$ cat config.mk
export PLATFORM = sky130hd
export DESIGN_NAME = pket_ram
export DESIGN_NICKNAME = d
export VERILOG_FILES = /design/src/hdl/pket_ram.sv
export SDC_FILE = /design/constraint.sdc
export NUM_CORES = 1
export LEC_CHECK = 0
export ABC_AREA = 1
export BUFFER_PORTS_ARGS = -buffer_cell sky130_fd_sc_hd__buf_2
export CAP_MARGIN = 20
export CORE_MARGIN = 8
export CORE_UTILIZATION = 30
export CTS_CLUSTER_SIZE = 40
export DETAILED_ROUTE_END_ITERATION = 8
export PLACE_DENSITY_LB_ADDON = 0.08
export SLEW_MARGIN = 20
export SYNTH_ARGS = -nofsm -noshare
export SYNTH_HDL_FRONTEND = slang
export SYNTH_SLANG_ARGS = --single-unit
$ cat constraint.sdc
create_clock -name clk -period 2.5 [get_ports clk]
set_input_delay 0.25 -clock clk [delete_from_list [all_inputs] [get_ports clk]]
set_output_delay 0.25 -clock clk [all_outputs]
set_load 0.03 [all_outputs]
$ cat src/hdl/pket_ram.sv
// Generic simple dual-port RAM: one write port, one read port with registered data.
// Stand-alone, no package dependency.
module pket_ram #(
  parameter int WIDTH = 8,
  parameter int DEPTH = 16,
  localparam int AW = (DEPTH > 1) ? $clog2(DEPTH) : 1
) (
  input  logic             clk,
  input  logic             we,
  input  logic [AW-1:0]    waddr,
  input  logic [WIDTH-1:0] wdata,
  input  logic             re,
  input  logic [AW-1:0]    raddr,
  output logic [WIDTH-1:0] rdata
);

  logic [WIDTH-1:0] mem [DEPTH];

  // write port
  always_ff @(posedge clk) begin
    if (we) begin
      mem[waddr] <= wdata;
    end
  end

  // registered read port
  always_ff @(posedge clk) begin
    if (re) begin
      rdata <= mem[raddr];
    end
  end

endmodule

* Word-level counts from Yosys, hierarchy flattened
Memory sizes are Yosys's and may differ from the RTL's. A register that Yosys moved wholly into a read port is not among the register bits. Index checks and enable logic that the tools add are counted. Widths: inputs -> output; s select.
Word-level totals: register bits after elaboration 0, latch bits 0, bits in writable memories 128, bits in read-only memories 0, input bits 19, output and inout bits 8, memories 1
Memories:
- mem | words 16, width 8, rd ports 1, clocked after Yosys merged registers in 1, wr ports 1, line 17 | logic [WIDTH-1:0] mem [DEPTH];
Cells by class: $add $sub $neg 0, multiply operators 0, div/mod/pow operators 0, magnitude comparators 0, eq/ne operators 0, shift-type cells 0, mux-type cells 2, bitwise logic cells 0, reductions and logical operators 0
Operators with widths (count):
- $mux 1 | 2

* Depth between registers and ports, before layout
Gate-level depths: netlist of run 1.
depth after elaboration 2, mapped depth 8, depth with buffers taken out 7

* Least setup slack after synthesis of run 1
OpenSTA, ideal clock, no wires.
kind input to register, from input port waddr[2], to memory mem[10][0] (enable), data arrival time 831 ps, required time 2130 ps, path slack 1299 ps, cell stages on the path 2, path buffers 0, path through nand3b_1 > nor2_1
RTL lines:
- start, declared | line 10 | input logic [AW-1:0] waddr,
- end, declared | line 17
Straight into the memory's write port.

==> results.md, run 1 <==
* Synth cell types at 11
* DRC Markers at 0
* Synth top area cells: edfxtp_1 (70%), nand2_1 (11%), nand3_1 (8.3%)
* Final setup fails at 0
* Setup TNS Final at 0 ns
* Pwr/cell area at just over 800 mW/mm^2
* Post-cts sizing count at 0
* Leak Pwr at 2.96 nW
* Post-CTS Repair Setup Buffers at 0
* Syn Nets at 570
* Clock Skew at ~0.012 ns
* Synth Register Bits at 136
* PortBufs at 26
* CTS tree: yes
* CTS H-tree depth at 4
* Max Used Layer: met4
* Endpoint class of the critical path: flip-flop
* Die height at 156 microns
* Area growth, synth to finish at 19.0%
* # IOs at 27
* Die W at 156 microns
* WP buf/inv at 2
* R2r startpoint: mem[1][2]$_DFFE_PP_
* All-Layer GR Usage at 0.136
* Clock-pin slew on the worst setup and hold paths at around 0.06 ns
* Post-synth top area cell: edfxtp_1
* Core area at just under 0.02 sq mm
* # rows at 51
* First-pass GRT wire length at between 20 and 25 mm
* Worst Setup Path Type: in2reg
* Antenna violations before repair at 0
* Hold Path End: rdata[2]$_DFFE_PP_
* Wire length on met3 at between 700 and 800 microns
* Vias in the first global route at around 4k
* Vias per inst at 4.35
* CTS Buf Count at 17
* Starting DRT DRC Count at 197
* Most common cell on crit path: nand3_1
* Via count at 3790
* Nets at 613
* Detailed Place HPWL at approximately 9.9 mm
* Final hold vios at 0
* Reg2Reg Depth at 6
* ANT nets after route at 0
* Cell at the slowest stage of the critical path: buf_4
* Top-count cell post-synth: nand2_1
* Fin. max-slew vios at 0
* Slew @ Worst Pin at 0.825 ns
* Worst path cell trace: buf_2, buf_4, nand2_1, nand3_1, nand3_1, nand3_1, nand2_1
* Slew headroom at 0.448
* Synth async-reset ratio at 0
* CP Max Fanout at 64
* Clk sink count at between 100 and 150
* Worst Hold Launch: re
* RSZ-0062 raised after global routing: false
* FILL cells at 2001
* WL/cell at 17.6 microns
* Met1 wire length at ~7.5 mm
* Skew-Pair Late Insertion Delay at approximately 0.42 ns
* Hold_buf cts at 0
* R2R Setup Slk at ~1.3 ns
* Crit path arrival time at 1.63 ns
* Final Critical Period at approximately 1.5 ns
* Hold path depth at 1
* Reg2reg end: rdata[2]$_DFFE_PP_
* Post-synth top area share at 0.698
* Hold WS at ~0.2 ns
* Worst EP required at 2.67 ns
* Met2 wire length at about 7 mm
* Delay-heaviest family, CP: buffers and inverters
* Fraction of final layout cells with drive strength greater than 1 at 0.135
* Syn avg cell area at 10.6 sq um
* Total Wirelength at 15.3 mm
* Max stage delay on crit path at 0.59 ns
* Final period util at 0.582
* Grt ovf at 0
* Most used flip-flop cell after synthesis: edfxtp_1
* Clock root buffer: clkbuf_16
* Post-synth top cells: nand2_1 (173), edfxtp_1 (136), inv_1 (100)
* Worst min-delay path class: in2reg
* Status: finished clean
* GPL Wtd Cong at ~0.76
* Largest net degree at the start of global routing at 65
* Cells after synthesis at about 550
* Maximum root-to-sink buffer count at 2
* Synth warn at 0
* Mapped Area at around 0.006 sq mm
* Total Power at between 0.005 and 0.006 W
* Die area at approximately 0.024 sq mm
* Initial Util at 0.303
* Crit start category: input port
* Peak VDD IR at between 0.0004 and 0.0005 V
* Drt first pass iters at 4
* Register area share after synthesis at 0.698
* Max-cap violations at 0
* Fmax at ~690 MHz
* Antenna cells at 0
* Number of synthesized flops with an enable pin at 136
-- through the flow --
step / instance area, sq um / setup slack (ns) / cells / utilization
2_1_floorplan: 5850 / 1.30 / 551 / -
3_3_place_gp: 6310 / 0.596 / 840 / 0.327
3_5_place_dp: 6310 / 0.580 / 840 / 0.327
4_1_cts: 6960 / 1.04 / 872 / 0.361
5_1_grt: 6960 / 0.924 / 872 / 0.361
6_report: 6960 / 1.04 / 872 / 0.361
-- state kept, by name, indices dropped and copies added (netlist names) --
signal / count
rdata: 8
mem: 128
-- worst reg2reg max path, delay by kind of cell, from the launching register on --
family	cells	cell delay [ns]
flip-flops	1	0.37
buffers and inverters	1	0.06
AND/OR/NAND/NOR	5	0.57
-- cell usage in the layout (no fill, tap or decap), drive strengths merged --
cell and instances:
nand2 173, edfxtp 136, inv 104, nand3 97, buf 48, nor2 17, clkbuf 17, clkinv 7
bufinv 5, nand3b 2, clkinvlp 1
-- logic make-up (layout without fill, tap and decap cells) --
logic type | after synthesis | in the layout | share of synthesized area
simple gates | 289 | 289 | 0.208
flops | 136 | 136 | 0.698
buf+inv | 126 | 182 | 0.0939
-- report_power, final --
part	total [W]	switching [W]	internal (W)
registers	0.00258	0.0000156	0.00257
logic	0.000341	0.000251	0.0000905
clock network	0.00276	0.000984	0.00178
-- worst max-delay path by stage --
stage,startpoint,endpoint,slack (ns),cells after the start
2_1_floorplan,waddr[2],mem[10][0]$_DFFE_PP_,1.30,2
6_report,raddr[0],rdata[2]$_DFFE_PP_,1.04,7
4_1_cts,raddr[0],rdata[2]$_DFFE_PP_,1.04,7
5_1_grt,raddr[0],rdata[2]$_DFFE_PP_,0.92,7
3_5_place_dp,raddr[0],rdata[2]$_DFFE_PP_,0.58,7
3_3_place_gp,raddr[0],rdata[2]$_DFFE_PP_,0.60,7
-- final cells by class --
type                    instances  area [sq um]  share of cell area
clock buffers                  17           425              0.0611
clock inverters                15           225              0.0324
inverters                     102           383              0.0550
multi-input cells             289          1210               0.174
flip-flops and latches        136          4080               0.587
well taps                     265           332              0.0477
repair buffers                 48           295              0.0424
-- routing by layer --
layer / vias up / GRT usage
li1: 1868 / -
met1: 1831 / 0.188
met2: 74 / 0.200
met3: 17 / 0.0313
met4: 0 / 0.0568
met5: - / 0
Power figures use the tool's default switching activity.
==> run 2: changes to the inputs <==
--- a/config.mk
+++ b/config.mk
@@ -5,7 +5,7 @@
 export SDC_FILE = /design/constraint.sdc
 export NUM_CORES = 1
 export LEC_CHECK = 0
-export ABC_AREA = 1
+export ABC_AREA = 0
 export BUFFER_PORTS_ARGS = -buffer_cell sky130_fd_sc_hd__buf_2
 export CAP_MARGIN = 20
 export CORE_MARGIN = 8
==> constraint.sdc (replaced) <==
create_clock -name clk -period 1.35 [get_ports clk]
set_input_delay 0.135 -clock clk [delete_from_list [all_inputs] [get_ports clk]]
set_output_delay 0.135 -clock clk [all_outputs]
set_load 0.03 [all_outputs]
==> run 2 against run 1 <==
Effect of this change:
- the flow now finishes with violations (setup timing)
- first-iteration DRC count increased by 7.1%
- core utilization increased by 1.5 points
- highest routed layer unchanged
- register-to-register slack got worse by 1.3 ns
- largest power group is now registers
- global-route usage decreased by 2.4 points
- die area decreased by 9.5%
- flip-flop and latch count unchanged
- clock-buffer cell count increased by 3
- synthesized area decreased by 11%
- hold slack got worse by 0.093 ns
==> results.md, run 2 <==
* Most frequent cells in the layout: edfxtp_1 (136), buf_4 (34), mux4_2 (31)
* ANT nets after route at 0 (unchanged)
* Fmax at 710 MHz
* Largest registers: mem (128), rdata (8)
* Die area at 0.0219 sq mm (-9.5%)
* # IOs at 27 (unchanged)
* Final Critical Period at around 1.4 ns
* Worst min-delay path class: in2reg
* Final period util at 1.04
* Sequential share of power at 0.480 (+0.025)
* Fraction of final layout cells with drive strength greater than 1 at 0.422 (+0.287)
* Synth top area cells: edfxtp_1 (78%), mux4_2 (7.8%), mux4_1 (7.0%)
* Synth async-reset ratio at 0 (unchanged)
* Pwr/cell area at 1540 mW/mm^2 (+89%)
* Slew @ Worst Pin at 0.935 ns (+0.110 ns)
* Via count at 2444 (-36%)
* Syn avg cell area at 22.8 sq um (+120%)
* Met3 GRT Util at 0.0327 (+0.00141)
* Post-synth top cells: edfxtp_1 (136), mux4_2 (18), a22oi_1 (16)
* Register area share after synthesis at 0.781 (+0.0828)
* Initial Util at 0.304 (+0.000939)
* CTS tree: yes
* GRT busiest layer: met2
* GRT met1 Usage at 0.143 (-0.0444)
* CTS Buf Count at 17 (unchanged)
* CTS H-tree depth at 4 (unchanged)
* # rows at 48 (-5.9%)
* Leak Pwr at 2.15 nW (-27%)
* Skew-Pair Late Insertion Delay at 0.41 ns (about the same)
* Internal power at 0.00804 W (+81%)
* Peak VDD IR at 0.000869 V (+90%)
* Hold_buf cts at 0 (unchanged)
* Max-cap violations at 0 (unchanged)
* Endpoint class of the critical path: flip-flop
* Status: finished, violations left
* Cells after synthesis at 229 (-58%)
* Setup ws final at -0.0591 ns (-1.10 ns)
* Maximum root-to-sink buffer count at 2 (unchanged)
* Fin. max-slew vios at 0 (unchanged)
* Total Power at 0.00998 W (+75%)
* Top-count cell post-synth: edfxtp_1
* Commonest non-fill, non-tap cell in the layout: edfxtp_1
* Clk sink count at 136 (unchanged)
* WL/cell at 21.5 microns (+22%)
* Drt first pass iters at 4 (unchanged)
* Synth cell types at 18 (+7)
* Reg2Reg Depth at 3 (-3)
* DRC Markers at 0 (unchanged)
* Die height at 148 microns (-4.9%)
* Post-Layout Cell Count at 538 (-38%)
* Nets at 320 (-48%)
* Post-synth top area share at 0.781 (+0.0828)
* CP Max Fanout at 1 (-98%)
* Slew headroom at 0.374 (-0.0737)
* Largest register FFs at 128 (unchanged)
* Area growth, synth to finish at 23.7%
* GPL Wtd Cong at 0.691 (-8.8%)
* Dpl cells at 507 (-40%)
* Vias in the first global route at 2683 (-31%)
* Syn Nets at 248 (-56%)
* Detailed Place HPWL at 7.71 mm (-22%)
* Worst Setup Path Type: reg2reg
* Mapped Area at 0.00523 sq mm (-11%)
* Synth warn at 0 (unchanged)
* Grt ovf at 0 (unchanged)
* Grt met2 use at 0.173 (-0.0272)
* Clock Skew at 0.00718 ns (-0.00519 ns)
* Final hold vios at 0 (unchanged)
* Synth Register Bits at 136 (unchanged)
* Worst EP required at 1.51 ns (-1.16 ns)
* P_sw at 0.00193 W (+55%)
* Most used flip-flop cell after synthesis: edfxtp_1
* Cell at the slowest stage of the critical path: mux4_2
* Starting DRT DRC Count at 211 (+7.1%)
* Post-synth top area cell: edfxtp_1
* First-pass GRT wire length at 17.1 mm (-28%)
* Total Wirelength at 11.5 mm (-25%)
* Worst path cell trace: mux4_2, a22oi_2, nand2_1
* Largest net degree at the start of global routing at 19 (-71%)
* All-Layer GR Usage at 0.112 (-0.0238)
* Power share of the combinational group at 0.055 (-0.005)
* Final setup fails at 7 (+7)
* Hold path depth at 1 (unchanged)
* Crit path arrival time at 1.56 ns (-0.07 ns)
* Clock root buffer: clkbuf_16
* Crit start category: flip-flop
* Number of synthesized flops with an enable pin at 136 (unchanged)
* Biggest register: mem
* Antenna cells at 0 (unchanged)
* Failing checks: setup timing
* Clock power frac at 0.465 (-0.020)
* Die W at 148 microns (-4.9%)
* RSZ-0062 raised after global routing: true
* Clock-pin slew on the worst setup and hold paths at 0.06 ns (about the same)
* Sw frac at 0.194 (-0.0260)
* Max stage delay on crit path at 0.47 ns (-0.12 ns)
* Antenna violations before repair at 0 (unchanged)
* Vias per inst at 4.54 (+4.5%)
* PortBufs at 26 (unchanged)
* Core area at 0.0172 sq mm (-11%)
[run 2: cell count changes after synthesis, moves of 2 or more]
cell,previous run,this run
a22oi_1,0,16
buf_2,13,3
buf_4,4,1
buf_6,6,3
clkdlybuf4s25_2,0,3
inv_1,100,0
inv_2,2,0
mux4_1,0,14
mux4_2,0,18
nand2_1,173,9
nand2b_1,0,2
nand3_1,97,1
nor2_1,17,13
nor3_1,0,4
[run 2: cell type report]
type | instances | area (sq um)
clock buffer | 20 | 437
clock inverter | 11 | 155
multi-input combinational | 83 | 1060
fill | 1621 | 10700
sequential | 136 | 4080
timing repair buffer | 63 | 445
tap | 225 | 282
[run 2: cell families after synthesis]
| group | Yosys count | share of synthesized area |
|---|---|---|
| flip-flops | 136 | 0.781 |
| AND/OR/NAND/NOR | 35 | 0.0314 |
| multiplexers | 32 | 0.148 |
| AO/OA/AOI/OAI | 16 | 0.0230 |
| buffers and inverters | 10 | 0.0165 |
[run 2: metal layers]
layer,up-vias,part of all wire
li1,1108,-
met1,1289,0.48
met2,36,0.48
met3,11,0.024
met4,0,0.012
met5,-,0
[run 2: repair_timing]
item                                    CTS  global route
resized for setup                        10             3
pin swaps                                 9             4
setup buffers                             0             0
endpoints found under the setup margin    8             8
[run 2: final timing paths]
check / start / endpoint / slack, ns
max: mem[8][3]$_DFFE_PP_ / rdata[3]$_DFFE_PP_ / -0.06
min: re / rdata[6]$_DFFE_PP_ / 0.11
max reg2reg: mem[8][3]$_DFFE_PP_ / rdata[3]$_DFFE_PP_ / -0.06
min reg2reg: mem[14][4]$_DFFE_PP_ / rdata[4]$_DFFE_PP_ / 0.77
[run 2: power groups by stage]
| stage | clock, W | sequential (W) | combinational (W) |
|---|---|---|---|
| after CTS | 0.00475 | 0.00479 | 0.000567 |
| final | 0.00464 | 0.00479 | 0.000551 |
| after global placement | 0 | 0.00487 | 0.000548 |
| after floorplan | 0 | 0.00491 | 0.000260 |
| after global routing | 0.00493 | 0.00479 | 0.000599 |
| after detailed placement | 0 | 0.00487 | 0.000548 |
[run 2: metrics by stage]
step,setup TNS [ns],setup WS (ns),cell area (sq um),util,hold WS (ns)
2_1_floorplan,-1.56,-0.0511,5230,-,0.234
3_3_place_gp,-4.90,-0.480,5840,0.340,0.528
3_5_place_dp,-5.04,-0.495,5840,0.340,0.523
4_1_cts,-0.376,-0.0750,6460,0.376,0.0849
5_1_grt,-0.577,-0.0946,6470,0.376,0.0872
6_report,-0.202,-0.0591,6470,0.376,0.106
[run 2: critical path: cells and delay by family, from the launching register on]
| family | cells | cell delay, ns |
|---|---|---|
| flops | 1 | 0.37 |
| simple gates | 1 | 0.09 |
| mux | 1 | 0.47 |
| compound gates | 1 | 0.22 |
==> run 3: changes to the inputs <==
--- a/config.mk
+++ b/config.mk
@@ -9,10 +9,11 @@
 export BUFFER_PORTS_ARGS = -buffer_cell sky130_fd_sc_hd__buf_2
 export CAP_MARGIN = 20
 export CORE_MARGIN = 8
-export CORE_UTILIZATION = 30
+export CORE_UTILIZATION = 56
 export CTS_CLUSTER_SIZE = 40
 export DETAILED_ROUTE_END_ITERATION = 8
 export PLACE_DENSITY_LB_ADDON = 0.08
+export RECOVER_POWER = 50
 export SLEW_MARGIN = 20
 export SYNTH_ARGS = -nofsm -noshare
 export SYNTH_HDL_FRONTEND = slang
==> run 3 against run 2 <==
Effect of this change:
- the run still ends with setup timing left
- critical path type unchanged
- flip-flop and latch count is the same
- clock power shrank 4%
- via count is essentially flat
- sequential share of layout area grew 1.7 points
- clock skew grew 0.0029 ns
- core utilization grew 31 points
- design area shrank 2.6%
- combinational power shrank 4%
- sequential power is essentially flat
- total power shrank 2.0%
==> results.md, run 3 (synthesized netlist as in run 2, its figures left out) <==
* Status: finished, violations left
* Failing checks: setup timing
* Worst EP required at 1.60 ns (+0.09 ns)
* DRC Markers at 0 (unchanged)
* Post-CTS Repair Setup Buffers at 0 (unchanged)
* Die area at 0.0127 sq mm (-42%)
* Starting DRT DRC Count at 189 (-10%)
* Drt first pass iters at 4 (unchanged)
* Total Wirelength at 9.89 mm (-14%)
* Delay-heaviest family, CP: multiplexers
* Dpl cells at 388 (-23%)
* Core area at 0.00915 sq mm (-47%)
* Clock root buffer: clkbuf_8
* Final period util at 1.06 (+0.0127)
* Clock Skew at 0.0101 ns (+0.00292 ns)
* First-pass GRT wire length at 15.5 mm (-9.3%)
* ANT nets after route at 0 (unchanged)
* All-Layer GR Usage at 0.173 (+0.0607)
* Nets at 318 (-0.63%)
* Power share of the combinational group at 0.054 (about the same)
* Crit path arrival time at 1.68 ns (+0.12 ns)
* Biggest register: mem
* Setup ws final at -0.0762 ns (-0.0171 ns)
* Pwr/cell area at 1550 mW/mm^2 (+0.57%)
* R2r startpoint: mem[11][4]$_DFFE_PP_
* Area growth, synth to finish at 20.5%
* Crit start category: flip-flop
* Post-place instance area at 0.00567 sq mm (-2.9%)
* Sw frac at 0.218 (+0.0238)
* Worst Hold Launch: waddr[1]
* Fraction of final layout cells with drive strength greater than 1 at 0.372 (-0.0499)
* Clock power frac at 0.456 (-0.009)
* Internal power at 0.00765 W (-4.9%)
* CTS tree: yes
* CP Max Fanout at 1 (unchanged)
* Largest register FFs at 128 (unchanged)
* Commonest non-fill, non-tap cell in the layout: edfxtp_1
* Via count at 2446 (+0.082%)
* Finished layout cell area at 0.00630 sq mm (-2.6%)
* Fmax at 701 MHz (-1.2%)
* GPL Wtd Cong at 0.742 (+7.3%)
* Most frequent cells in the layout: edfxtp_1 (136), mux4_2 (29), buf_4 (24)
* Slew @ Worst Pin at 1.00 ns (+0.0660 ns)
* Vias per inst at 5.78 (+27%)
* Cell at the slowest stage of the critical path: mux4_2
* Maximum root-to-sink buffer count at 2 (unchanged)
* P_sw at 0.00213 W (+10%)
* Sequential share of power at 0.489 (+0.009)
* Clk sink count at 136 (unchanged)
* Final Critical Period at 1.43 ns (+0.0171 ns)
* Leak Pwr at 2.11 nW (-2.0%)
* Max stage delay on crit path at 0.50 ns (+0.03 ns)
* Die height at 113 microns (-24%)
* Fin. max-slew vios at 0 (unchanged)
* Vias in the first global route at 2624 (-2.2%)
* RSZ-0062 raised after global routing: true
* Grt ovf at 0 (unchanged)
* Peak VDD IR at 0.000860 V (-0.99%)
* PortBufs at 26 (unchanged)
* Worst Setup Path Type: reg2reg
* Worst path cell trace: mux4_2, a22oi_2, nand2_1
* Clock-pin slew on the worst setup and hold paths at 0.07 ns (about the same)
* Final hold vios at 0 (unchanged)
* Detailed Place HPWL at 6.32 mm (-18%)
* Slew headroom at 0.331 (-0.0431)
* CTS H-tree depth at 4 (unchanged)
* Worst min-delay path class: in2reg
* Antenna cells at 0 (unchanged)
* Endpoint class of the critical path: flip-flop
* Die W at 113 microns (-24%)
* Antenna violations before repair at 0 (unchanged)
* Largest registers: mem (128), rdata (8)
* CTS Buf Count at 17 (unchanged)
* Max-cap violations at 0 (unchanged)
* Crit. Startpoint: mem[11][4]$_DFFE_PP_
* Largest net degree at the start of global routing at 17 (-2)
* Hold WS at 0.172 ns (+0.0663 ns)
* # rows at 35 (-27%)
* Skew-Pair Late Insertion Delay at 0.52 ns (+0.11 ns)
* # IOs at 27 (unchanged)
* WP buf/inv at 0 (unchanged)
* WL/cell at 23.4 microns (+8.9%)
* Post-Layout Cell Count at 423 (-21%)
* Initial Util at 0.571 (+0.267)
* Final setup fails at 7 (unchanged)
## run 3: per-layer routing
| metal | GRT usage | up-vias | part of all wire |
|---|---|---|---|
| met2 | 0.261 | 75 | 0.48 |
| met1 | 0.232 | 1251 | 0.45 |
| met5 | 0 | - | 0 |
| met4 | 0.0647 | 0 | 0.013 |
| li1 | - | 1110 | - |
| met3 | 0.0510 | 10 | 0.065 |
## run 3: cell type report
cell class / count / area, sq um
Fill cell: 580 / 2850
Clock inverter: 15 / 165
Multi-Input combinational cell: 83 / 1070
Timing Repair Buffer: 61 / 432
Clock buffer: 17 / 414
Tap cell: 111 / 139
Sequential cell: 136 / 4080
## run 3: worst reg2reg max path: cells and delay by family (launching register included)
family / cells / cell delay (ns)
multiplexers: 1 / 0.50
flip-flops: 1 / 0.37
AO/OA/AOI/OAI: 1 / 0.22
AND/OR/NAND/NOR: 1 / 0.09
## run 3: stage by stage
stage | setup TNS [ns] | worst slack (ns) | utilization | power (W)
after CTS | -0.385 | -0.0792 | 0.690 | 0.00986
final | -0.244 | -0.0762 | 0.688 | 0.00977
after detailed placement | -3.19 | -0.301 | 0.619 | 0.00539
after global routing | -0.616 | -0.110 | 0.688 | 0.0101
after global placement | -2.94 | -0.296 | 0.619 | 0.00538
after floorplan | -1.56 | -0.0511 | - | 0.00517
## run 3: worst paths after layout
kind,slack (ns),cells past startpoint,end
hold / removal,0.17,3,mem[8][0]$_DFFE_PP_
setup / recovery,-0.08,3,rdata[4]$_DFFE_PP_
setup reg to reg,-0.08,3,rdata[4]$_DFFE_PP_
hold reg to reg,0.75,3,rdata[7]$_DFFE_PP_
## run 3: power groups by stage
| stage | combinational [W] | sequential (W) | clock [W] |
|---|---|---|---|
| after global routing | 0.000574 | 0.00479 | 0.00470 |
| after CTS | 0.000543 | 0.00478 | 0.00453 |
| final | 0.000531 | 0.00478 | 0.00446 |
| after floorplan | 0.000260 | 0.00491 | 0 |
| after detailed placement | 0.000522 | 0.00487 | 0 |
| after global placement | 0.000512 | 0.00487 | 0 |
## run 3: what timing repair did
item | CTS | global route
endpoints found under the setup margin | 8 | 8
cloned | 0 | 0
hold endpoints to repair | 52 | 0
pin swaps | 5 | 0
gates resized for setup | 8 | 2
hold buffers | 4 | 0
